==> src/imt_pkg.sv <==
// shared types and constants of the ip indicator match table
package imt_pkg;

	// field widths of the item channels and of the apb port
	localparam int ADDR_W  = 32;
	localparam int TAG_W   = 16;
	localparam int PID_W   = 32;
	localparam int OP_W    = 2;
	localparam int PADDR_W = 4;
	localparam int PDATA_W = 32;

	// command codes
	typedef enum logic [OP_W-1:0] {
		OP_CLEAR  = 2'd0,
		OP_INSERT = 2'd1,
		OP_QUERY  = 2'd2
	} opcode_t;

	// result kinds
	localparam logic KIND_MATCH    = 1'b0;
	localparam logic KIND_OVERFLOW = 1'b1;

	// register word indexes
	typedef enum logic [1:0] {
		REG_FEED_LOADED = 2'd0,
		REG_PID_FILTER  = 2'd1,
		REG_FILTER_PID  = 2'd2
	} reg_idx_t;

	// configuration as seen by the lookup engine
	typedef struct packed {
		logic             feed_loaded;
		logic             pid_filter_enable;
		logic [PID_W-1:0] filter_pid;
	} cfg_t;

	// engine control states
	typedef enum logic [1:0] {
		ST_IDLE,
		ST_SCAN,
		ST_FLUSH
	} state_t;

endpackage

==> src/imt_cmd_if.sv <==
// command item channel: clear, insert and query items
interface imt_cmd_if;
	logic                        valid;
	logic                        ready;
	logic [imt_pkg::OP_W-1:0]    opcode;
	logic [imt_pkg::ADDR_W-1:0]  entry_address;
	logic                        entry_valid;
	logic [imt_pkg::TAG_W-1:0]   entry_tag;
	logic [imt_pkg::ADDR_W-1:0]  conn_address;
	logic                        conn_address_valid;
	logic [imt_pkg::PID_W-1:0]   conn_pid;
	logic [imt_pkg::TAG_W-1:0]   conn_tag;

	modport source (
		output valid, opcode, entry_address, entry_valid, entry_tag,
		output conn_address, conn_address_valid, conn_pid, conn_tag,
		input  ready
	);
	modport sink (
		input  valid, opcode, entry_address, entry_valid, entry_tag,
		input  conn_address, conn_address_valid, conn_pid, conn_tag,
		output ready
	);
endinterface

==> src/imt_res_if.sv <==
// result item channel: matches and overflow reports
interface imt_res_if;
	logic                      valid;
	logic                      ready;
	logic                      result_kind;
	logic [imt_pkg::TAG_W-1:0] match_conn_tag;
	logic [imt_pkg::TAG_W-1:0] match_entry_tag;
	logic                      last_result;

	modport source (
		output valid, result_kind, match_conn_tag, match_entry_tag, last_result,
		input  ready
	);
	modport sink (
		input  valid, result_kind, match_conn_tag, match_entry_tag, last_result,
		output ready
	);
endinterface

==> src/imt_ram.sv <==
// generic single write port ram with one registered read port
module imt_ram #(
	parameter int WIDTH = 48,
	parameter int DEPTH = 64
) (
	input  logic                                      clk,
	input  logic                                      we,
	input  logic [((DEPTH > 1) ? $clog2(DEPTH) : 1)-1:0] waddr,
	input  logic [WIDTH-1:0]                          wdata,
	input  logic                                      re,
	input  logic [((DEPTH > 1) ? $clog2(DEPTH) : 1)-1:0] raddr,
	output logic [WIDTH-1:0]                          rdata
);

	logic [WIDTH-1:0] mem [DEPTH];

	// write port
	always_ff @(posedge clk) begin
		if (we) begin
			mem[waddr] <= wdata;
		end
	end

	// registered read, holds while re is low
	always_ff @(posedge clk) begin
		if (re) begin
			rdata <= mem[raddr];
		end
	end

endmodule

==> src/imt_regs.sv <==
// apb configuration registers of the match table
module imt_regs (
	input  logic                          clk,
	input  logic                          arst_n,
	input  logic                          psel,
	input  logic                          penable,
	input  logic                          pwrite,
	input  logic [imt_pkg::PADDR_W-1:0]   paddr,
	input  logic [imt_pkg::PDATA_W-1:0]   pwdata,
	output logic [imt_pkg::PDATA_W-1:0]   prdata,
	output logic                          pready,
	output imt_pkg::cfg_t                 cfg
);

	imt_pkg::cfg_t     cfg_q;
	imt_pkg::reg_idx_t idx;
	logic              wr_en;

	assign pready = 1'b1;
	assign wr_en  = psel && penable && pwrite;
	assign idx    = imt_pkg::reg_idx_t'(paddr[imt_pkg::PADDR_W-1:2]);
	assign cfg    = cfg_q;

	// register writes, unknown words ignored
	always_ff @(posedge clk or negedge arst_n) begin
		if (!arst_n) begin
			cfg_q <= '0;
		end else if (wr_en) begin
			unique case (idx)
				imt_pkg::REG_FEED_LOADED: cfg_q.feed_loaded       <= pwdata[0];
				imt_pkg::REG_PID_FILTER:  cfg_q.pid_filter_enable <= pwdata[0];
				imt_pkg::REG_FILTER_PID:  cfg_q.filter_pid        <= pwdata;
				default: ;
			endcase
		end
	end

	// read mux
	always_comb begin
		prdata = '0;
		unique case (idx)
			imt_pkg::REG_FEED_LOADED: prdata[0] = cfg_q.feed_loaded;
			imt_pkg::REG_PID_FILTER:  prdata[0] = cfg_q.pid_filter_enable;
			imt_pkg::REG_FILTER_PID:  prdata    = cfg_q.filter_pid;
			default: ;
		endcase
	end

endmodule

==> src/ip_indicator_match_table.sv <==
// ip indicator match table: ipv4 indicator store with in-order lookup
//
// cmd channel takes clear, insert and query items; res channel returns
// match results and overflow reports; an apb port sets feed_loaded,
// pid_filter_enable and filter_pid.
// clear and insert items leave the engine idle; the next item can be taken
// in the following cycle. a valid insert into a full table leaves one
// overflow result marked last, passed out of the pending slot by the flush.
// a query passing the feed, count, valid and pid checks reads the stored
// entries from one ram, one entry per cycle unless a hit stalls, in
// insertion order, and ends with a flush when anything hit; a query that
// fails the checks leaves the engine idle and returns no result.
// each hit waits in a pending slot until the next hit or the end of the
// scan, so that the final one can be marked last when the scan ends.
// entry addresses and tags live in the ram; no clearing pass is needed,
// since only entries below the count are ever read.
// reset empties the table, clears control and apb registers, keeps the ram.
// when the receiver stalls, the output register holds its item and the
// scan stops when a hit finds both the pending slot and the output full.
module ip_indicator_match_table #(
	parameter int TABLE_DEPTH = 64
) (
	input  logic                          clk,
	input  logic                          arst_n,
	imt_cmd_if.sink                       cmd,
	imt_res_if.source                     res,
	input  logic                          psel,
	input  logic                          penable,
	input  logic                          pwrite,
	input  logic [imt_pkg::PADDR_W-1:0]   paddr,
	input  logic [imt_pkg::PDATA_W-1:0]   pwdata,
	output logic [imt_pkg::PDATA_W-1:0]   prdata,
	output logic                          pready
);

	localparam int CW      = $clog2(TABLE_DEPTH + 1);
	localparam int IW      = (TABLE_DEPTH > 1) ? $clog2(TABLE_DEPTH) : 1;
	localparam int TAG_W   = imt_pkg::TAG_W;
	localparam int ADDR_W  = imt_pkg::ADDR_W;
	localparam int ENTRY_W = ADDR_W + TAG_W;

	imt_pkg::cfg_t    cfg;
	imt_pkg::state_t  state_q, state_d;
	imt_pkg::opcode_t op;

	logic [CW-1:0]      cnt_q;
	logic [CW-1:0]      rd_idx_q;
	logic               s1_valid_q;
	logic [ADDR_W-1:0]  conn_addr_q;
	logic [TAG_W-1:0]   conn_tag_q;
	logic               pend_valid_q;
	logic               pend_kind_q;
	logic [TAG_W-1:0]   pend_ctag_q;
	logic [TAG_W-1:0]   pend_etag_q;
	logic               out_valid_q;
	logic               out_kind_q;
	logic [TAG_W-1:0]   out_ctag_q;
	logic [TAG_W-1:0]   out_etag_q;
	logic               out_last_q;
	logic [ENTRY_W-1:0] ram_rdata;

	logic cmd_acc, query_go, overflow, ins_ok, hit, rd_more, out_free;
	logic advance, issue, scan_end, found, is_idle, is_scan, is_flush;
	logic out_load_mid, out_load_last;

	imt_regs u_regs (
		.clk     (clk),
		.arst_n  (arst_n),
		.psel    (psel),
		.penable (penable),
		.pwrite  (pwrite),
		.paddr   (paddr),
		.pwdata  (pwdata),
		.prdata  (prdata),
		.pready  (pready),
		.cfg     (cfg)
	);

	// decode of the incoming item
	assign cmd_acc  = cmd.valid && cmd.ready;
	assign op       = imt_pkg::opcode_t'(cmd.opcode);
	assign overflow = cmd.entry_valid && (cnt_q == CW'(TABLE_DEPTH));
	assign ins_ok   = cmd_acc && (op == imt_pkg::OP_INSERT) && cmd.entry_valid && !overflow;
	assign query_go = cfg.feed_loaded && (cnt_q != '0) && cmd.conn_address_valid &&
	                  (!cfg.pid_filter_enable || (cmd.conn_pid == cfg.filter_pid));

	// scan control: a hit stalls only when the pending slot and output are both busy
	assign hit       = (ram_rdata[ENTRY_W-1:TAG_W] == conn_addr_q);
	assign rd_more   = (rd_idx_q != cnt_q);
	assign out_free  = !out_valid_q || res.ready;
	assign advance   = !(s1_valid_q && hit && pend_valid_q && !out_free);
	assign issue     = is_scan && advance && rd_more;
	assign scan_end  = is_scan && advance && !rd_more;
	assign found     = is_scan && advance && s1_valid_q && hit;
	assign out_load_mid  = found && pend_valid_q;
	assign out_load_last = is_flush && out_free;

	// entry store: address above tag
	imt_ram #(
		.WIDTH (ENTRY_W),
		.DEPTH (TABLE_DEPTH)
	) u_ram (
		.clk   (clk),
		.we    (ins_ok),
		.waddr (cnt_q[IW-1:0]),
		.wdata ({cmd.entry_address, cmd.entry_tag}),
		.re    (issue),
		.raddr (rd_idx_q[IW-1:0]),
		.rdata (ram_rdata)
	);

	// next state
	always_comb begin
		state_d = state_q;
		unique case (state_q)
			imt_pkg::ST_IDLE: begin
				if (cmd_acc) begin
					unique case (op)
						imt_pkg::OP_QUERY:  if (query_go) state_d = imt_pkg::ST_SCAN;
						imt_pkg::OP_INSERT: if (overflow) state_d = imt_pkg::ST_FLUSH;
						default: ;
					endcase
				end
			end
			imt_pkg::ST_SCAN: begin
				if (scan_end) begin
					state_d = (pend_valid_q || found) ? imt_pkg::ST_FLUSH : imt_pkg::ST_IDLE;
				end
			end
			imt_pkg::ST_FLUSH: begin
				if (out_free) state_d = imt_pkg::ST_IDLE;
			end
			default: state_d = imt_pkg::ST_IDLE;
		endcase
	end

	// state decode
	always_comb begin
		is_idle  = 1'b0;
		is_scan  = 1'b0;
		is_flush = 1'b0;
		unique case (state_q)
			imt_pkg::ST_IDLE:  is_idle  = 1'b1;
			imt_pkg::ST_SCAN:  is_scan  = 1'b1;
			imt_pkg::ST_FLUSH: is_flush = 1'b1;
			default: ;
		endcase
	end

	assign cmd.ready = is_idle;

	// control registers
	always_ff @(posedge clk or negedge arst_n) begin
		if (!arst_n) begin
			state_q      <= imt_pkg::ST_IDLE;
			cnt_q        <= '0;
			rd_idx_q     <= '0;
			s1_valid_q   <= 1'b0;
			pend_valid_q <= 1'b0;
			out_valid_q  <= 1'b0;
		end else begin
			state_q <= state_d;
			// entry count
			if (cmd_acc && (op == imt_pkg::OP_CLEAR)) begin
				cnt_q <= '0;
			end else if (ins_ok) begin
				cnt_q <= cnt_q + CW'(1);
			end
			// read index and read stage
			if (cmd_acc) begin
				rd_idx_q   <= '0;
				s1_valid_q <= 1'b0;
			end else if (is_scan && advance) begin
				s1_valid_q <= issue;
				if (issue) rd_idx_q <= rd_idx_q + CW'(1);
			end
			// pending slot
			if (cmd_acc && (op == imt_pkg::OP_INSERT) && overflow) begin
				pend_valid_q <= 1'b1;
			end else if (found) begin
				pend_valid_q <= 1'b1;
			end else if (out_load_last) begin
				pend_valid_q <= 1'b0;
			end
			// output register
			if (out_load_mid || out_load_last) begin
				out_valid_q <= 1'b1;
			end else if (res.ready) begin
				out_valid_q <= 1'b0;
			end
		end
	end

	// payload registers
	always_ff @(posedge clk) begin
		if (cmd_acc) begin
			conn_addr_q <= cmd.conn_address;
			conn_tag_q  <= cmd.conn_tag;
		end
		if (cmd_acc && (op == imt_pkg::OP_INSERT) && overflow) begin
			pend_kind_q <= imt_pkg::KIND_OVERFLOW;
			pend_ctag_q <= '0;
			pend_etag_q <= cmd.entry_tag;
		end else if (found) begin
			pend_kind_q <= imt_pkg::KIND_MATCH;
			pend_ctag_q <= conn_tag_q;
			pend_etag_q <= ram_rdata[TAG_W-1:0];
		end
		if (out_load_mid || out_load_last) begin
			out_kind_q <= pend_kind_q;
			out_ctag_q <= pend_ctag_q;
			out_etag_q <= pend_etag_q;
			out_last_q <= out_load_last;
		end
	end

	assign res.valid           = out_valid_q;
	assign res.result_kind     = out_kind_q;
	assign res.match_conn_tag  = out_ctag_q;
	assign res.match_entry_tag = out_etag_q;
	assign res.last_result     = out_last_q;

`ifndef NO_ASSERTIONS
	// the table never holds more than its depth
	a_cnt_range: assert property (@(posedge clk) disable iff (!arst_n)
		cnt_q <= CW'(TABLE_DEPTH))
		else $error("entry count above table depth");

	// no result is left behind when the engine goes idle
	a_idle_pend: assert property (@(posedge clk) disable iff (!arst_n)
		is_idle |-> !pend_valid_q)
		else $error("pending result while idle");

	// read stage only carries data during a scan
	a_s1_scan: assert property (@(posedge clk) disable iff (!arst_n)
		s1_valid_q |-> is_scan)
		else $error("read stage valid outside scan");

	// the read index never passes the count
	a_rd_idx: assert property (@(posedge clk) disable iff (!arst_n)
		is_scan |-> (rd_idx_q <= cnt_q))
		else $error("read index beyond entry count");

	// the count holds while a scan runs
	a_cnt_stable: assert property (@(posedge clk) disable iff (!arst_n)
		is_scan && $past(is_scan) |-> $stable(cnt_q))
		else $error("entry count changed during scan");
`endif

endmodule

==> src/flat_wrapper.sv <==
// flat-port wrapper written by rule: the top's interface ports become plain ports
module ip_indicator_match_table_flat 
#(
	parameter int TABLE_DEPTH = 64
)
  (clk, arst_n, psel, penable, pwrite, paddr, pwdata, prdata, pready, cmd_valid, cmd_opcode, cmd_entry_address, cmd_entry_valid, cmd_entry_tag, cmd_conn_address, cmd_conn_address_valid, cmd_conn_pid, cmd_conn_tag, cmd_ready, res_valid, res_result_kind, res_match_conn_tag, res_match_entry_tag, res_last_result, res_ready);
  imt_cmd_if cmd_i ();
  imt_res_if res_i ();
  input  logic clk;
  input  logic arst_n;
  input  logic psel;
  input  logic penable;
  input  logic pwrite;
  input  logic [imt_pkg::PADDR_W-1:0] paddr;
  input  logic [imt_pkg::PDATA_W-1:0] pwdata;
  output logic [imt_pkg::PDATA_W-1:0] prdata;
  output logic pready;
  input wire logic [$bits(cmd_i.valid)-1:0] cmd_valid;
  input wire logic [$bits(cmd_i.opcode)-1:0] cmd_opcode;
  input wire logic [$bits(cmd_i.entry_address)-1:0] cmd_entry_address;
  input wire logic [$bits(cmd_i.entry_valid)-1:0] cmd_entry_valid;
  input wire logic [$bits(cmd_i.entry_tag)-1:0] cmd_entry_tag;
  input wire logic [$bits(cmd_i.conn_address)-1:0] cmd_conn_address;
  input wire logic [$bits(cmd_i.conn_address_valid)-1:0] cmd_conn_address_valid;
  input wire logic [$bits(cmd_i.conn_pid)-1:0] cmd_conn_pid;
  input wire logic [$bits(cmd_i.conn_tag)-1:0] cmd_conn_tag;
  output wire logic [$bits(cmd_i.ready)-1:0] cmd_ready;
  output wire logic [$bits(res_i.valid)-1:0] res_valid;
  output wire logic [$bits(res_i.result_kind)-1:0] res_result_kind;
  output wire logic [$bits(res_i.match_conn_tag)-1:0] res_match_conn_tag;
  output wire logic [$bits(res_i.match_entry_tag)-1:0] res_match_entry_tag;
  output wire logic [$bits(res_i.last_result)-1:0] res_last_result;
  input wire logic [$bits(res_i.ready)-1:0] res_ready;
  assign cmd_i.valid = cmd_valid;
  assign cmd_i.opcode = cmd_opcode;
  assign cmd_i.entry_address = cmd_entry_address;
  assign cmd_i.entry_valid = cmd_entry_valid;
  assign cmd_i.entry_tag = cmd_entry_tag;
  assign cmd_i.conn_address = cmd_conn_address;
  assign cmd_i.conn_address_valid = cmd_conn_address_valid;
  assign cmd_i.conn_pid = cmd_conn_pid;
  assign cmd_i.conn_tag = cmd_conn_tag;
  assign cmd_ready = cmd_i.ready;
  assign res_valid = res_i.valid;
  assign res_result_kind = res_i.result_kind;
  assign res_match_conn_tag = res_i.match_conn_tag;
  assign res_match_entry_tag = res_i.match_entry_tag;
  assign res_last_result = res_i.last_result;
  assign res_i.ready = res_ready;
  ip_indicator_match_table #(.TABLE_DEPTH(TABLE_DEPTH)) u_core (.clk(clk), .arst_n(arst_n), .cmd(cmd_i), .res(res_i), .psel(psel), .penable(penable), .pwrite(pwrite), .paddr(paddr), .pwdata(pwdata), .prdata(prdata), .pready(pready));
endmodule
==> config.mk <==
export PLATFORM = sky130hd
export DESIGN_NAME = ip_indicator_match_table_flat
export DESIGN_NICKNAME = d
export VERILOG_FILES = /design/src/imt_pkg.sv /design/src/imt_cmd_if.sv /design/src/imt_res_if.sv /design/src/imt_ram.sv /design/src/imt_regs.sv /design/src/ip_indicator_match_table.sv /design/src/flat_wrapper.sv
export SDC_FILE = /design/constraint.sdc
export NUM_CORES = 2
export LEC_CHECK = 0
export ABC_AREA = 0
export ABC_CLOCK_PERIOD_IN_PS = 5900
export BUFFER_PORTS_ARGS = -buffer_cell sky130_fd_sc_hd__buf_2
export CAP_MARGIN = 30
export CORE_ASPECT_RATIO = 0.7
export CORE_UTILIZATION = 47
export CTS_CLUSTER_SIZE = 8
export DETAILED_ROUTE_END_ITERATION = 10
export MAX_ROUTING_LAYER = met4
export SYNTH_ARGS = -nofsm -noshare
export SYNTH_HDL_FRONTEND = slang
export SYNTH_HIERARCHICAL = 1
export SYNTH_SLANG_ARGS = --single-unit
==> constraint.sdc <==
create_clock -name clk -period 5.9 [get_ports clk]
set_input_delay 0 -clock clk [delete_from_list [all_inputs] [get_ports clk]]
set_output_delay 0 -clock clk [all_outputs]
set_load 0.005 [all_outputs]
==> results.toml <==
[place]
gp_congestion = 0.8305
io_buffers = 240
placed_cells = 9176
detailed_place_hpwl_um = 197800
place_ws_ps = 1588

[critical_path]
regToRegStartpoint = "u_core/state_q[0]$_DFFE_PN0P_"
ff2ff_setup_slack_ps = 1300
startpoint_type = "flip-flop"
path_buf_inv = 2
crit_family = "simple AND/OR/NAND/NOR gates"
cpMaxStageDelayCell = "nor2_4"
path_cells = "nor2_4 > nand4_1 > dlygate4sd3_1 > nor2_2 > nand4_1 > nor2_4 > buf_12"
ff2ff_path_depth = 7
worstPathArrival_ps = 5150
path_class = "flip-flop to flip-flop"
slowest_delay_ps = 1050
worstPathRequired_ps = 6450
critPathMaxFanout = 23
worstSetupEndpointType = "flip-flop"
r2r_end = "u_core/u_ram/mem[63][36]$_DFFE_PP_"

[layout]
areaGrowthSynthToFinish_pct = 17.95
final_net_count = 6596
final_core_util_pct = 56.05
finalNonFillerCells = 10030
final_common_cell = "edfxtp_1"
mostFrequentLayoutCells = "edfxtp_1 (3,218), mux4_2 (754), clkbuf_16 (459)"
drive_gt1_share_pct = 29.04

[sta]
final.setup_skew_ps = 55.50
tightest_slew_ps = 1130
finalHoldViolCount = 0
max-slew-margin-rel_pct = 24.69
final-setup-viol-count = 0
min_period_ps = 4603
fmax_ghz = 0.2173
slew_viol_final = 0
period_share_pct = 78.01
hold_slack_ps = 13.29
worst_slack_ps = 1297
setup-tns-final_ps = 0
rsz0062_at_grt = "false"

[die]
placement_rows = 157
coreArea_um2 = 262800
io_pins = 244
initial_core_util_pct = 47.52
dieArea_um2 = 267900
die_x_um = 618.2
fp.dieH_um = 433.3

[clocking]
clkLatencyLatePin_ps = 920
root_buffer = "clkbuf_16"
post_cts_buffers = 0
cts_tree = "done"
clkSinkCount = 3288
htree_num_levels = 5
path_clk_slew_ps = 50
cts-buffers-inserted = 453
clockBufferDepth = 4

[logic_synthesis]
postSynthAreaPerCell_um2 = 22.76
synth-seq-area-share_pct = 78.70
synthFlopType = "edfxtp_1"
netlist_instances = 5487
synth_nets = 5668
synth_edf_count = 3218
synthDistinctLibCells = 65
synth_seq_cells = 3288
synthesis.area_um2 = 124900
ys_warn_count = 6
ys_async_sr_fraction_pct = 1.612

[grt]
grt_pass1_vias = 62860
grt_usage_pct = 26.20
antenna_found_initial = 22
grt_max_degree = 124
grt_first_pass_wirelength_um = 477400
gr-total-overflow = 0

[drt]
drc = 0
wirelength_um = 340700
wl_per_cell_um = 33.97
drt_iter0_drc = 8565
num_vias = 63350
avgViaCountPerCell = 6.317
dr.pass1.iters = 5
ant_nets = 0

[hold_path]
hold_start = "cmd_entry_address[26]"
hold_path_class = "input pin to flip-flop"
hold_depth = 2
min_to = "u_core/u_ram/mem[61][42]$_DFFE_PP_"

[power]
power_density_nw_per_um2 = 393.7
power.leakage_uw = 0.04638
ir_drop_mv = 0.3793

[run_status]
status = "finished clean"

[flow_run]
cap_violations = 0
==> area by class of cell <==
type | instances | area, µm²
multi-input combinational | 1893 | 25490
clock inverter | 18 | 334.1
sequential | 3288 | 98310
timing repair buffer | 771 | 6937
tap | 3498 | 4377
fill | 19180 | 115500
antenna | 9 | 22.52
inverter | 8 | 31.28
clock buffer | 544 | 11820
==> layer usage <==
layer | vias to the layer above | share of wire (%) | global-route usage (%)
met3 | 493 | 11 | 5.783
met5 | - | 0 | -
met4 | 0 | 2.6 | 7.003
met1 | 34120 | 42 | 38.94
met2 | 3547 | 44 | 36.82
li1 | 25200 | - | -
==> metrics by stage <==
stage / total power (µW) / area (µm²)
5_1_grt: 59860 / 147300
4_1_cts: 58460 / 146900
6_report: 58010 / 147300
3_5_place_dp: 35370 / 132200
3_3_place_gp: 35260 / 131700
2_1_floorplan: 32850 / 124900
==> flip-flops by register name (all words and copies together) (netlist names) <==
signal,cells
u_core/u_regs/cfg,34
u_core/pend_kind_q,1
u_core/pend_ctag_q,16
u_core/cnt_q,7
u_core/rd_idx_q,7
u_core/u_ram/rdata,48
u_core/pend_etag_q,16
u_core/conn_tag_q,16
u_core/res.match_conn_tag,16
u_core/res.last_result,1
u_core/res.valid,1
u_core/state_q,2
u_core/s1_valid_q,1
u_core/pend_valid_q,1
u_core/res.match_entry_tag,16
u_core/u_ram/mem,3072
u_core/conn_addr_q,32
u_core/res.result_kind,1
==> logic make-up (layout without fill, tap and decap cells) <==
kind of cell,count (synthesis),after routing,share of synthesized area (%)
buffers and inverters,306,1341,1.329
and+or+nand+nor,405,405,1.591
AOI/OAI and AO/OA,500,500,2.917
xor gates and xnor gates,77,77,0.5399
DFF,3288,3288,78.70
other,1,10,0.003002
muxes,904,904,14.86
adders and majority gates,6,6,0.06010
==> worst reg2reg max path, stage by stage (launching register included) <==
cell	delay [ps]
dfrtp_1	480
nor2_4	330
nand4_1	140
dlygate4sd3_1	600
nor2_2	430
nand4_1	860
nor2_4	1060
buf_12	300
==> synthesized netlist by cell type (6+ instances only) <==
cell	count	area, µm²
mux2i_1	88	880.8
nor2_1	162	608.1
dfrtp_1	53	1326
o22ai_1	122	763.2
inv_1	7	26.28
nor4_1	9	56.30
edfxtp_1	3218	96630
ha_1	6	75.07
a221oi_1	83	727.0
mux2_2	46	518.0
xnor2_1	34	297.8
a22oi_1	72	540.5
o221ai_1	28	245.2
a22o_1	57	499.2
a21oi_1	77	385.4
nand2b_1	12	75.07
buf_4	64	480.5
a211oi_1	32	240.2
buf_2	101	505.5
a31o_2	6	52.55
mux4_2	754	16980
nor2b_1	29	181.4
nand4_1	23	143.9
nand2_1	77	289.0
buf_1	12	45.04
xor2_1	43	376.6
nor3_1	8	40.04
dfxtp_1	17	340.3
clkbuf_1	102	382.9
nand3b_1	7	52.55
nand3_1	15	75.07
a311oi_1	11	96.34
mux2_1	16	180.2
and2_1	35	219.0
buf_6	17	191.4
==> how the worst max path moves through the flow <==
stage | cells after the start | start | slack, ps | end
global route | 8 | u_core/state_q[0]$_DFFE_PN0P_ | 1130 | u_core/u_ram/mem[44][12]$_DFFE_PP_
global placement | 9 | u_core/cnt_q[1]$_DFFE_PN0P_ | 1640 | u_core/u_ram/mem[22][14]$_DFFE_PP_
CTS | 8 | u_core/state_q[0]$_DFFE_PN0P_ | 1420 | u_core/u_ram/mem[44][15]$_DFFE_PP_
detailed placement | 9 | u_core/cnt_q[1]$_DFFE_PN0P_ | 1590 | u_core/u_ram/mem[44][36]$_DFFE_PP_
finish | 7 | u_core/state_q[0]$_DFFE_PN0P_ | 1300 | u_core/u_ram/mem[63][36]$_DFFE_PP_
floorplan | 8 | u_core/cnt_q[0]$_DFFE_PN0P_ | 250 | u_core/u_ram/mem[49][0]$_DFFE_PP_
==> power by group <==
part | leakage [µW] | internal [µW] | switching [µW] | total [µW]
sequential | 0.0298 | 26100 | 316 | 26400
combinational | 0.0107 | 4230 | 4460 | 8690
clock | 0.00591 | 13800 | 9130 | 22900
==> repair_timing <==
action,in CTS,in global routing
hold buffers,261,4
gates resized for setup,0,0
endpoints found under the hold margin,3235,20
No activity file was read; power rests on OpenSTA's default activity.
